`config.mk`:
```
export PLATFORM = sky130hd
export DESIGN_NAME = udp_checksum_stream
export DESIGN_NICKNAME = d
export VERILOG_FILES = /design/src/rtl/ucs_pkg.sv /design/src/rtl/ucs_in_stage.sv /design/src/rtl/ucs_accum.sv /design/src/rtl/udp_checksum_stream.sv
export SDC_FILE = /design/constraint.sdc
export NUM_CORES = 1
export LEC_CHECK = 0
export BUFFER_PORTS_ARGS = -buffer_cell sky130_fd_sc_hd__buf_2
export CAP_MARGIN = 0
export CORE_MARGIN = 3
export CORE_UTILIZATION = 54
export CTS_CLUSTER_SIZE = 14
export DETAILED_ROUTE_END_ITERATION = 10
export MAX_ROUTING_LAYER = met4
export PLACE_DENSITY_LB_ADDON = 0.15
export SYNTH_ARGS = -nofsm -noshare
export SYNTH_HDL_FRONTEND = slang
export SYNTH_SLANG_ARGS = --single-unit
```
`constraint.sdc`:
```
create_clock -name i_clk -period 8.57 [get_ports i_clk]
set_input_delay 0.857 -clock i_clk [delete_from_list [all_inputs] [get_ports i_clk]]
set_output_delay 0.857 -clock i_clk [all_outputs]
set_load 0.01 [all_outputs]
```
`src/rtl/ucs_pkg.sv`:
```
package ucs_pkg;

    localparam int unsigned BYTE_W   = 8;
    localparam int unsigned WORD_W   = 16;
    localparam int unsigned APB_AW   = 3;
    localparam int unsigned APB_DW   = 32;

    // register map, byte address = 4 * index
    localparam logic [APB_AW-3:0] REG_CHECK_MODE = 1'b0;

    localparam logic MODE_GENERATE = 1'b0;
    localparam logic MODE_VERIFY   = 1'b1;

    // packet byte positions of interest
    localparam logic [WORD_W-1:0] POS_PROTOCOL  = 16'd9;
    localparam logic [WORD_W-1:0] POS_SRC_IP    = 16'd12;
    localparam logic [WORD_W-1:0] POS_LEN_HI    = 16'd24;
    localparam logic [WORD_W-1:0] POS_LEN_LO    = 16'd25;
    localparam logic [WORD_W-1:0] POS_CSUM_HI   = 16'd26;
    localparam logic [WORD_W-1:0] POS_CSUM_LO   = 16'd27;
    localparam logic [WORD_W-1:0] POS_DATA      = 16'd28;
    localparam logic [WORD_W-1:0] POS_MAX       = 16'hFFFF;
    localparam logic [WORD_W:0]   IP_HDR_LEN    = 17'd20;
    localparam logic [WORD_W-1:0] UDP_HDR_LEN   = 16'd8;

    typedef struct packed {
        logic               last;
        logic [BYTE_W-1:0]  data;
    } t_byte_word;

    typedef struct packed {
        logic               length_error;
        logic               checksum_ok;
        logic [WORD_W-1:0]  checksum_value;
    } t_result;

    // 16-bit one's-complement add with end-around carry
    function automatic logic [WORD_W-1:0] ones_add(
        input logic [WORD_W-1:0] a,
        input logic [WORD_W-1:0] b
    );
        logic [WORD_W:0] s;
        logic [WORD_W:0] f;
        s = {1'b0, a} + {1'b0, b};
        f = {1'b0, s[WORD_W-1:0]} + {{WORD_W{1'b0}}, s[WORD_W]};
        return f[WORD_W-1:0];
    endfunction

endpackage

```
`src/rtl/ucs_in_stage.sv`:
```
module ucs_in_stage
    import ucs_pkg::*;
(
    input  logic        i_clk,
    input  logic        i_rst_n,
    input  logic        i_valid,
    input  t_byte_word  i_word,
    input  logic        i_consume,
    output logic        o_ready,
    output logic        o_valid,
    output t_byte_word  o_word
);

    logic       r_valid;
    logic       n_valid;
    t_byte_word r_word;

    // free slot, or the held word leaves this cycle
    assign o_ready = !r_valid || i_consume;
    assign n_valid = o_ready ? i_valid : r_valid;

    always_ff @(posedge i_clk) begin
        if (!i_rst_n) begin
            r_valid <= 1'b0;
        end else begin
            r_valid <= n_valid;
        end
    end

    always_ff @(posedge i_clk) begin
        if (o_ready && i_valid) begin
            r_word <= i_word;
        end
    end

    assign o_valid = r_valid;
    assign o_word  = r_word;

    a_consume_needs_word: assert property (@(posedge i_clk) disable iff (!i_rst_n)
        i_consume |-> r_valid)
        else $error("consume without a held word");

endmodule

```
`src/rtl/ucs_accum.sv`:
```
module ucs_accum
    import ucs_pkg::*;
(
    input  logic        i_clk,
    input  logic        i_rst_n,
    input  logic        i_consume,
    input  t_byte_word  i_word,
    input  logic        i_check_mode,
    output t_result     o_result
);

    logic [WORD_W-1:0] r_sum;
    logic [WORD_W-1:0] r_pos;
    logic [BYTE_W-1:0] r_hold;
    logic [WORD_W-1:0] r_len;
    logic [WORD_W-1:0] n_sum;
    logic [WORD_W-1:0] n_pos;
    logic [WORD_W-1:0] n_len;

    logic              counted;
    logic [WORD_W-1:0] word16;
    logic [WORD_W-1:0] sum_a;
    logic [WORD_W:0]   end_pos;
    logic [WORD_W:0]   received;
    logic [WORD_W-1:0] csum;
    logic              in_csum_field;

    assign end_pos       = IP_HDR_LEN + {1'b0, r_len};
    assign in_csum_field = (r_pos == POS_CSUM_HI) || (r_pos == POS_CSUM_LO);

    always_comb begin
        counted = 1'b0;
        if (r_pos == POS_PROTOCOL) begin
            counted = 1'b1;
        end else if (r_pos >= POS_SRC_IP && r_pos <= POS_CSUM_LO) begin
            counted = !(i_check_mode == MODE_GENERATE && in_csum_field);
        end else if (r_pos >= POS_DATA && r_pos != POS_MAX
                     && {1'b0, r_pos} < end_pos) begin
            counted = 1'b1;
        end
    end

    // even position is the high half of a word
    assign word16 = r_pos[0] ? {{BYTE_W{1'b0}}, i_word.data}
                             : {i_word.data, {BYTE_W{1'b0}}};
    assign sum_a  = counted ? ones_add(r_sum, word16) : r_sum;

    always_comb begin
        n_len = r_len;
        n_sum = sum_a;
        if (r_pos == POS_LEN_LO) begin
            n_len = {r_hold, i_word.data};
            n_sum = ones_add(sum_a, n_len);
        end
    end

    assign n_pos    = (r_pos != POS_MAX) ? r_pos + 16'd1 : r_pos;
    assign received = {1'b0, r_pos} + 17'd1;
    assign csum     = ~n_sum;

    assign o_result.checksum_value = csum;
    assign o_result.checksum_ok    = (i_check_mode == MODE_VERIFY) && (csum == '0);
    assign o_result.length_error   = (n_len < UDP_HDR_LEN)
                                     || (received < IP_HDR_LEN + {1'b0, n_len});

    always_ff @(posedge i_clk) begin
        if (!i_rst_n) begin
            r_sum  <= '0;
            r_pos  <= '0;
            r_hold <= '0;
            r_len  <= '0;
        end else if (i_consume) begin
            if (i_word.last) begin
                r_sum  <= '0;
                r_pos  <= '0;
                r_hold <= '0;
                r_len  <= '0;
            end else begin
                r_sum <= n_sum;
                r_pos <= n_pos;
                r_len <= n_len;
                if (r_pos == POS_LEN_HI) begin
                    r_hold <= i_word.data;
                end
            end
        end
    end

    a_clear_after_last: assert property (@(posedge i_clk) disable iff (!i_rst_n)
        i_consume && i_word.last |=> r_pos == '0 && r_len == '0)
        else $error("packet state not cleared after last word");

    a_len_after_header: assert property (@(posedge i_clk) disable iff (!i_rst_n)
        r_len != '0 |-> r_pos > POS_LEN_LO)
        else $error("udp length seen before byte 25");

endmodule

```
`src/rtl/udp_checksum_stream.sv`:
```
// udp checksum over an ipv4 packet streamed one byte per word, starting at ip header byte 0
// with a 20-byte ip header; the one's-complement sum covers the pseudo-header, udp header
// and data (odd data padded with zero), bytes past 20 + udp length are ignored, and on the
// word marked tlast one result word comes out with the complemented sum, a verify flag and
// a length error flag; check_mode (apb address 0, bit 0) selects generate (checksum field
// counted as zero) or verify; throughput is one byte per clock except while a final byte
// waits for a free result register; the input register holds a last byte, the result
// register its result; non-final bytes keep flowing while a result waits on the master side
module udp_checksum_stream
    import ucs_pkg::*;
(
    input  logic              i_clk,
    input  logic              i_rst_n,
    // byte input
    input  logic              s_axis_tvalid,
    output logic              s_axis_tready,
    input  logic [7:0]        s_axis_tdata,   // [7:0] packet_byte
    input  logic              s_axis_tlast,   // last_byte
    // result output
    output logic              m_axis_tvalid,
    input  logic              m_axis_tready,
    output logic [23:0]       m_axis_tdata,   // [15:0] checksum_value, [16] checksum_ok,
                                              // [17] length_error, [23:18] zero
    // configuration
    input  logic              psel,
    input  logic              penable,
    input  logic              pwrite,
    input  logic [APB_AW-1:0] paddr,
    input  logic [APB_DW-1:0] pwdata,
    output logic [APB_DW-1:0] prdata,
    output logic              pready
);

    // configuration register
    logic r_check_mode;
    logic cfg_hit;

    assign pready  = 1'b1;
    assign cfg_hit = paddr[APB_AW-1:2] == REG_CHECK_MODE;

    always_ff @(posedge i_clk) begin
        if (!i_rst_n) begin
            r_check_mode <= MODE_GENERATE;
        end else if (psel && penable && pwrite && pready && cfg_hit) begin
            r_check_mode <= pwdata[0];
        end
    end

    assign prdata = cfg_hit ? {{(APB_DW-1){1'b0}}, r_check_mode} : '0;

    // input register
    t_byte_word in_word;
    t_byte_word held_word;
    logic       held_valid;
    logic       consume;
    logic       out_free;
    logic       r_out_valid;

    assign in_word.data = s_axis_tdata;
    assign in_word.last = s_axis_tlast;

    // result register free this cycle, either empty or being drained
    assign out_free = !r_out_valid || m_axis_tready;
    // a final byte only moves when its result has somewhere to go
    assign consume  = held_valid && (!held_word.last || out_free);

    ucs_in_stage u_in_stage (
        .i_clk     (i_clk),
        .i_rst_n   (i_rst_n),
        .i_valid   (s_axis_tvalid),
        .i_word    (in_word),
        .i_consume (consume),
        .o_ready   (s_axis_tready),
        .o_valid   (held_valid),
        .o_word    (held_word)
    );

    // running sum and packet position
    t_result result;

    ucs_accum u_accum (
        .i_clk        (i_clk),
        .i_rst_n      (i_rst_n),
        .i_consume    (consume),
        .i_word       (held_word),
        .i_check_mode (r_check_mode),
        .o_result     (result)
    );

    // result register
    logic    n_out_valid;
    logic    load_out;
    t_result r_out;

    assign load_out = consume && held_word.last;

    always_comb begin
        n_out_valid = r_out_valid;
        if (load_out) begin
            n_out_valid = 1'b1;
        end else if (m_axis_tready) begin
            n_out_valid = 1'b0;
        end
    end

    always_ff @(posedge i_clk) begin
        if (!i_rst_n) begin
            r_out_valid <= 1'b0;
        end else begin
            r_out_valid <= n_out_valid;
        end
    end

    always_ff @(posedge i_clk) begin
        if (load_out) begin
            r_out <= result;
        end
    end

    assign m_axis_tvalid = r_out_valid;
    assign m_axis_tdata  = {6'b0, r_out.length_error, r_out.checksum_ok, r_out.checksum_value};

    a_result_held: assert property (@(posedge i_clk) disable iff (!i_rst_n)
        r_out_valid && !m_axis_tready |=> r_out_valid && $stable(r_out))
        else $error("pending result lost or changed");

    a_no_overwrite: assert property (@(posedge i_clk) disable iff (!i_rst_n)
        load_out |-> out_free)
        else $error("result loaded over a pending one");

    a_ok_means_zero: assert property (@(posedge i_clk) disable iff (!i_rst_n)
        r_out_valid && r_out.checksum_ok |-> r_out.checksum_value == '0)
        else $error("checksum_ok with nonzero checksum");

endmodule
```
Word level (Yosys, flattened, before mapping)
Index checks and enable logic that the tools add are counted.
- add/sub/neg operators: 8
- order comparisons: 6
- eq/ne operators: 6
- multiplexer cells: 16
- bitwise logic cells: 3
- reduce and logical (&&, ||, !) cells: 26
- operators by type and width (operator ; count):
    two-way mux 16 bit ; 8
    equality test 16 x 5 -> 1 bit (second input constant) ; 4
    adder 16 x 16 -> 17 bit ; 2
    adder 5 x 16 -> 17 bit (first input constant) ; 2
    adder 16 x 1 -> 16 bit ; 2
    adder 16 x 1 -> 17 bit (second input constant) ; 1
    < comparator 16 x 17 -> 1 bit ; 1
    < comparator 17 bit ; 1
    adder 16 x 1 -> 16 bit (second input constant) ; 1
    equality test 16 x 4 -> 1 bit (second input constant) ; 1
    greater-or-equal comparator 16 x 4 -> 1 bit (second input constant) ; 1
    greater-or-equal comparator 16 x 5 -> 1 bit (second input constant) ; 1
    less-or-equal comparator 16 x 5 -> 1 bit (second input constant) ; 1
    logical NOT 16 bit ; 1
    < comparator 16 x 4 -> 1 bit (second input constant) ; 1
    two-way mux 8 bit ; 2
    != test 16 bit (second input constant) ; 1
    inverter 16 bit ; 1
    logical AND 1 bit ; 11
    two-way mux 1 bit ; 6
    nonzero test 2 bit ; 3
    logical OR 1 bit ; 5
    logical NOT 1 bit ; 4
    AND reduction 2 bit ; 2
    inverter 1 bit ; 2
- flip-flop bits (word level): 86
- logic and storage cells: 77

Longest topological paths before layout
Gate-level depths: netlist (run 1).
- word-level depth: 13
- mapped depth: 40

Cells and area by module
Synthesis (run 1) repeated with hierarchy kept, for this count alone.
- cells, all modules: 1035
- area total of the unflattened synthesis: 8438.1 µm²
- by module, submodules not included (module ; instances ; cells an instance ; area each (µm²) ; seq. area each (µm²)):
    ucs_accum ; 1 ; 950 ; 7154.4 ; 1121.1
    udp_checksum_stream ; 1 ; 71 ; 955.9 ; 580.6
    ucs_in_stage ; 1 ; 14 ; 327.8 ; 290.3

Least setup slack after synthesis (run 1)
Ideal clock, no wire load.
- kind: register to register
- from: register u_accum.r_pos[0]
- to: register r_out (netlist bit m_axis_tdata[16]), data pin
- setup time: 0.268 ns
- arrival time: 7.863 ns
- required time: 8.302 ns
- slack: 0.439 ns
- stages on the path, launching flop included: 41
- path buffers: 3
- clock period less this slack: 8.131 ns
- cell sequence: dfxtp_1 -> clkbuf_1 -> clkbuf_1 -> and2_1 -> ha_1 -> inv_1 -> fa_1 -> nand2b_1 -> a21oi_1 -> o21ai_0 -> a21oi_1 -> a21o_1 -> a21o_1 -> ha_1 -> ha_1 -> nand2_1 -> nor3_1 -> nand3_1 -> (+5 left out) -> clkbuf_1 -> nand3_1 -> a211oi_1 -> or2_1 -> o41a_1 -> o22ai_1 -> o21ai_0 -> a21o_1 -> ha_1 -> nor2b_1 -> and2_1 -> nand4_4 -> nor4_4 -> nand4b_4 -> a2111oi_4 -> nor3_1 -> o32ai_2 -> nor4_2
- RTL lines (item ; line ; RTL):
    start: declaration ; ucs_accum.sv:13 ; logic [WORD_W-1:0] r_pos;
    start signal: assignment ; ucs_accum.sv:80 ; r_pos <= n_pos;
    end signal: assignment ; udp_checksum_stream.sv:116 ; r_out <= result;
    end: declaration ; udp_checksum_stream.sv:93 ; t_result r_out;

==> results of run 1 <==
-- cell type report --
cell class / count / area share, %
Antenna cell: 3 / 0.0835
Clock buffer: 10 / 2.66
Clock inverter: 6 / 0.571
Inverter: 40 / 1.67
Multi-Input combinational cell: 840 / 66.0
Sequential cell: 86 / 22.2
Tap cell: 184 / 2.56
Timing Repair Buffer: 64 / 4.29
-- through the flow --
stage               instances  setup slack (ns)  instance area, sq um
floorplan                1048             0.439                  8530
detailed placement       1214             0.253                  8660
finish                   1233             0.464                  8990
global placement         1214             0.351                  8660
global route             1233           0.00498                  8990
CTS                      1230             0.192                  8950
-- metal layers --
layer	wire length, um	GRT usage, %	up-vias	part of all wire, %
met2	9410	38.0	285	41
met5	0	-	-	0
met4	334	6.72	0	1.4
met3	1720	5.73	22	7.4
li1	-	-	3653	-
met1	11600	42.7	3549	50
-- worst max-delay path, delay by kind of cell, from the launching register on --
kind | cells | cell delay [ns]
AOI/OAI and AO/OA | 15 | 2.83
adders and majority gates | 5 | 1.31
buffers and inverters | 3 | 0.35
DFF | 1 | 0.43
and+or+nand+nor | 13 | 2.93
-- kinds of logic after synthesis --
kind of cell             Yosys count
AO/OA/AOI/OAI                    242
XOR/XNOR                          76
adder cells (fa/ha/maj)           78
buffers and inverters            122
flip-flops                        86
multiplexers                      30
other                              2
AND/OR/NAND/NOR                  376
-- sequential cells by signal (all words and copies together) (netlist names) --
signal / count
u_in_stage.o_word: 9
u_accum.r_sum: 16
u_accum.r_hold: 8
u_in_stage.o_valid: 1
r_check_mode: 1
m_axis_tdata: 18
u_accum.r_len: 16
m_axis_tvalid: 1
u_accum.r_pos: 16
-- worst max path at each step --
stage	endpoint	slack, ns	cells past startpoint
3_3_place_gp	m_axis_tdata[16]	0.35	37
6_report	m_axis_tdata[16]	0.46	36
2_1_floorplan	m_axis_tdata[16]	0.44	40
4_1_cts	m_axis_tdata[16]	0.19	37
5_1_grt	m_axis_tdata[16]	0.005	37
3_5_place_dp	m_axis_tdata[16]	0.25	37
-- power by group --
part / switching [uW] / leakage, uW / total, uW / internal [uW]
logic: 62.1 / 0.00289 / 92.3 / 30.2
registers: 5.16 / 0.000672 / 428 / 423
clock network: 193 / 0.000141 / 402 / 210
-- repair_timing --
item	CTS	global route
gates resized for setup	0	7
endpoints found under the hold margin	0	0
setup endpoints to repair	0	7
-- placed cells by master (no fill, tap or decap), drive strengths merged, types with 4 or more instances in the layout --
cell,netlist,final
nor3b,5,5
o21a,11,11
nand2,75,75
nand2b,9,9
nand4b,5,5
ha,76,76
a22oi,30,30
or2,9,9
clkbuf,29,10
a211oi,15,15
xor2,34,34
and3,14,14
nor3,23,23
nand4,17,17
o31ai,5,5
o21ai,54,54
a21o,20,20
dfxtp,59,59
nand3,39,39
mux2i,22,22
a21oi,53,53
or3,8,8
nor2,61,61
conb,2,38
a21boi,7,7
xnor2,42,42
nor4,16,16
buf,53,64
edfxtp,27,27
mux2,8,8
inv,40,44
nor2b,48,48
o211ai,10,10
nand3b,4,4
and2,31,31
==> flow_metrics.env, run 1 <==
export IMPL_timing_rr_start="u_in_stage.o_word[0]"
export IMPL_grt_max_degree=61
export IMPL_antenna_found_initial=3
export IMPL_drtIter0Drc=755
export IMPL_die_width_um=131
export IMPL_dp_final_hpwl_mm=17.4
export IMPL_dr_total_vias=7509
export IMPL_max_slew_worst_pin_slew_ns=1.28
export IMPL_grtUsageTotal_pct=28.2
export IMPL_hold_depth=2
export IMPL_synth_top_family_by_area="simple AND/OR/NAND/NOR gates"
export IMPL_grt_pass1_wl_mm=36.3
export IMPL_dieArea_sq_mm=0.0171
export IMPL_end_kind="flop"
export IMPL_yosys_area_share_simple_pct=25.0
export IMPL_setup_tns_ns=0
export IMPL_fillers=1375
export IMPL_hp_start="u_accum.r_sum[15]"
export IMPL_drc_errors=0
export IMPL_drv_slew=0
export IMPL_syn_to_final_growth_pct=7.08
export IMPL_cap_viol_max_count=0
export IMPL_drive_above_1_share_pct=12.8
export IMPL_htree_levels=3
export IMPL_place_port_buffers=38
export IMPL_clock_skew_ns=0.00738
export IMPL_fmax_mhz=123
export IMPL_viasPerCell=6.09
export IMPL_wl_per_cell_um=18.7
export IMPL_core_area_sq_mm=0.0149
export IMPL_required_ns=8.70
export IMPL_synthCells=1012
export IMPL_p_per_area_mw_per_mm2=103
export IMPL_ys_seq_area_share_pct=23.7
export IMPL_finalPower_uw=922
export IMPL_first_pass_iters=6
export IMPL_num_rows=44
export IMPL_grt_setup_unrepaired="no"
export IMPL_max_stage_delay_ns=0.50
export IMPL_ys_top_cells_by_area="dfxtp_1 (14%), ha_1 (11%), edfxtp_1 (9.7%)"
export IMPL_cts_made_buffers=9
export IMPL_nNetsFinal=1170
export IMPL_synth_seq_cells=86
export IMPL_power_leakage_uw=0.00370
export IMPL_grt_pass1_vias=6562
export IMPL_clk_pin_slew_ns=0.07
export IMPL_cts_tree="built"
export IMPL_setup_viol=0
export IMPL_avgSynthCellArea_sq_um=8.29
export IMPL_ctsLongestPathBuffers=2
export IMPL_initial_core_util_pct=56.5
export IMPL_post_cts_buffers=0
export IMPL_ys_warn_count=0
export IMPL_timing_hold_ws_ns=0.505
export IMPL_async_reset_ff_share_pct=0
export IMPL_hold_buffers=0
export IMPL_synth_top_area_cell="dfxtp_1"
export IMPL_synthFlopType="dfxtp_1"
export IMPL_hp_class="reg -> reg"
export IMPL_ys_top_cells_by_count="ha_1 (76), nand2_1 (74), nor2_1 (61)"
export IMPL_wirelength_mm=23.1
export IMPL_syn_area_sq_mm=0.00839
export IMPL_rrSetupSlack_ns=0.46
export IMPL_cts_sinks=86
export IMPL_timing_critical_path_slowest_stage_cell="o31ai_1"
export IMPL_muxShareOfSynthArea_pct=3.83
export IMPL_multiInputGateArea_sq_mm=0.00593
export IMPL_synthXorXnorAreaFrac_pct=8.02
export IMPL_synth_most_common_cell="ha_1"
export IMPL_critPathArrivalTime_ns=8.24
export IMPL_die_h_um=131
export IMPL_start_kind="flop"
export IMPL_drtAntennaViolNets=0
export IMPL_worstHoldEndpoint="u_accum.r_sum[15]"
export IMPL_synth_edf_count=27
export IMPL_min_period_ns=8.11
export IMPL_reg2reg_depth=36
export IMPL_r2r_end="m_axis_tdata[16]"
export IMPL_regArea_sq_mm=0.00199
export IMPL_num_io_pins=110
export IMPL_synth_fa_ha_area_share_pct=11.8
export IMPL_synth_cell_types=94
export IMPL_utilization_pct=60.5
export IMPL_path_class="reg -> reg"
export IMPL_hold_violations=0
export IMPL_insertion_delay_ns=0.36
export IMPL_yosys_area_top_type_share_pct=14.1
export IMPL_status="completed"
export IMPL_crit_fanout=5
export IMPL_maxSlewHeadroom_pct=14.5
export IMPL_synth_compound_area_share_pct=20.0
export IMPL_irDropWorstVdd_mv=0.0896
export IMPL_gp_congestion=0.921
export IMPL_post_route_period_util_pct=94.6
export IMPL_cp_startpoint="u_in_stage.o_word[0]"
export IMPL_cts_root_buf="clkbuf_16"
export IMPL_grt_overflow_total=0
No activity file was read; power rests on OpenSTA's default activity.
==> run 2: changes to the inputs <==
Settings changed: CORE_MARGIN 3 to not set, GPL_TIMING_DRIVEN set to 0.
==> run 2 against run 1 <==
Compared with the run above:
- sequential power grew 0.9%
- cell count grew 4.9%
- first-iteration DRC count fell by 25%
- hold slack better by 0.032 ns
- clock-buffer cell count decreased by 1
- maximum frequency barely moved
- critical path type unchanged
- highest routed layer unchanged
==> flow_metrics.env, run 2 (synthesized netlist as in run 1, its figures left out) <==
export IMPL_start_kind="flop"
export IMPL_timing_rr_start="u_in_stage.o_word[0]"
export IMPL_die_width_um=127
export IMPL_clk_pin_slew_ns=0.07
export IMPL_cts_root_buf="clkbuf_16"
export IMPL_worstHoldEndpoint="u_accum.r_sum[15]"
export IMPL_setup_tns_ns=0
export IMPL_dr_total_vias=7727
export IMPL_insertion_delay_ns=0.36
export IMPL_ctsLongestPathBuffers=2
export IMPL_drive_above_1_share_pct=16.1
export IMPL_drtIter0Drc=569
export IMPL_cts_sinks=86
export IMPL_place_port_buffers=37
export IMPL_largest_register_ffs=18
export IMPL_hold_violations=0
export IMPL_first_pass_iters=5
export IMPL_power_leakage_uw=0.00401
export IMPL_p_per_area_mw_per_mm2=104
export IMPL_irDropWorstVdd_mv=0.199
export IMPL_wl_per_cell_um=18.4
export IMPL_layout_common_cells="ha_1 (75), nand2_1 (74), nor2_1 (60), dfxtp_1 (58)"
export IMPL_setup_viol=0
export IMPL_utilization_pct=62.4
export IMPL_drtAntennaViolNets=0
export IMPL_end_kind="flop"
export IMPL_grt_pass1_wl_mm=37.6
export IMPL_hp_start="u_accum.r_sum[15]"
export IMPL_r2r_end="u_accum.r_sum[15]"
export IMPL_grt_pass1_vias=6968
export IMPL_critPathArrivalTime_ns=8.35
export IMPL_num_io_pins=110
export IMPL_post_route_period_util_pct=94.5
export IMPL_drc_errors=0
export IMPL_cts_made_buffers=9
export IMPL_antenna_found_initial=0
export IMPL_grt_overflow_total=0
export IMPL_gp_congestion=0.941
export IMPL_grtUsageTotal_pct=31.5
export IMPL_die_h_um=127
export IMPL_num_rows=45
export IMPL_layoutNonFillerInstCount=1293
export IMPL_grt_max_degree=18
export IMPL_wirelength_mm=23.8
export IMPL_cpMostUsedCell="ha_1"
export IMPL_hold_depth=2
export IMPL_viasPerCell=5.98
export IMPL_min_period_ns=8.10
export IMPL_initial_core_util_pct=55.2
export IMPL_num_antenna_cells=0
export IMPL_max_slew_worst_pin_slew_ns=1.25
export IMPL_crit_fanout=8
export IMPL_cap_viol_max_count=0
export IMPL_syn_to_final_growth_pct=13.0
export IMPL_maxSlewHeadroom_pct=16.4
export IMPL_path_class="reg -> reg"
export IMPL_placed_area_sq_mm=0.00896
export IMPL_reg2reg_depth=38
export IMPL_nNetsFinal=1229
export IMPL_placed_cells=1274
export IMPL_htree_levels=3
export IMPL_max_stage_delay_ns=0.59
export IMPL_dp_final_hpwl_mm=18.6
export IMPL_final_area_sq_mm=0.00948
export IMPL_hp_class="reg -> reg"
export IMPL_status="completed"
export IMPL_layout_commonest_cell="ha_1"
export IMPL_hold_buffers=0
export IMPL_timing_critical_path_slowest_stage_cell="edfxtp_1"
export IMPL_timing_hold_ws_ns=0.538
export IMPL_dieArea_sq_mm=0.0160
export IMPL_rrSetupSlack_ns=0.47
export IMPL_drv_slew=0
export IMPL_fmax_mhz=123
export IMPL_cts_tree="built"
export IMPL_core_area_sq_mm=0.0152
export IMPL_required_ns=8.82
export IMPL_clock_skew_ns=0.0148
==> run 2: changes by cell type in the layout (fill, tap and decap cells not counted), moves of 3 or more <==
cell / delta
buf_4: +18
buf_2: +9
inv_8: +3
clkbuf_1: +25
diode_2: -3
nor3_1: -3
==> run 2: stage by stage <==
step,total power [uW],setup WS [ns]
after floorplan,510,0.439
after global placement,536,-1.42
after detailed placement,537,-1.54
after CTS,990,0.0168
after global routing,1010,-0.00257
final,989,0.471
==> run 2: layout make-up <==
type                       count  area (sq um)
buffer                        80           485
clock buffer                   9           225
clock inverter                 7           111
fill                        1359          5720
inverter                      40           150
multi-input combinational    840          6040
sequential                    86          1990
tap                          188           235
timing repair buffer          43           238
==> run 2: critical path: cells and delay by family, from the launching register on <==
| family | cells | cell delay (ns) |
|---|---|---|
| buffers and inverters | 3 | 0.36 |
| flip-flops | 1 | 0.59 |
| adder cells (fa/ha/maj) | 6 | 1.48 |
| AND/OR/NAND/NOR | 14 | 2.85 |
| AO/OA/AOI/OAI | 15 | 2.72 |
==> run 2: what timing repair did <==
item                       CTS  global route
cloned                       0             0
buffers inserted             4             1
pin swaps                    6             6
gates resized for setup     22            11
setup endpoints to repair   31            12
==> run 2: worst max path at each step <==
| stage | startpoint | endpoint | slack [ns] | depth (start not counted) |
|---|---|---|---|---|
| 6_report | u_in_stage.o_word[0] | u_accum.r_sum[15] | 0.47 | 38 |
| 5_1_grt | u_accum.r_pos[0] | u_accum.r_sum[15] | -0.003 | 39 |
| 4_1_cts | u_accum.r_pos[0] | u_accum.r_sum[15] | 0.02 | 40 |
| 3_5_place_dp | u_accum.r_pos[0] | m_axis_tdata[16] | -1.54 | 40 |
| 3_3_place_gp | u_accum.r_pos[0] | m_axis_tdata[16] | -1.42 | 40 |
| 2_1_floorplan | u_accum.r_pos[0] | m_axis_tdata[16] | 0.44 | 40 |
==> run 2: routing by layer <==
metal  up-vias  global-route usage, %  routed length (um)
met4         0                   8.82                 501
li1       3773                      -                   -
met2       325                   45.7               10000
met3        34                   7.89                2550
met1      3595                   43.1               10700
met5         -                      -                   0
==> run 2: power by group <==
group	total (uW)	internal, uW	leakage [uW]	switching [uW]
Combinational	99.7	40.3	0.00317	59.5
Clock	457	264	0.000166	193
Sequential	432	423	0.000672	9.10
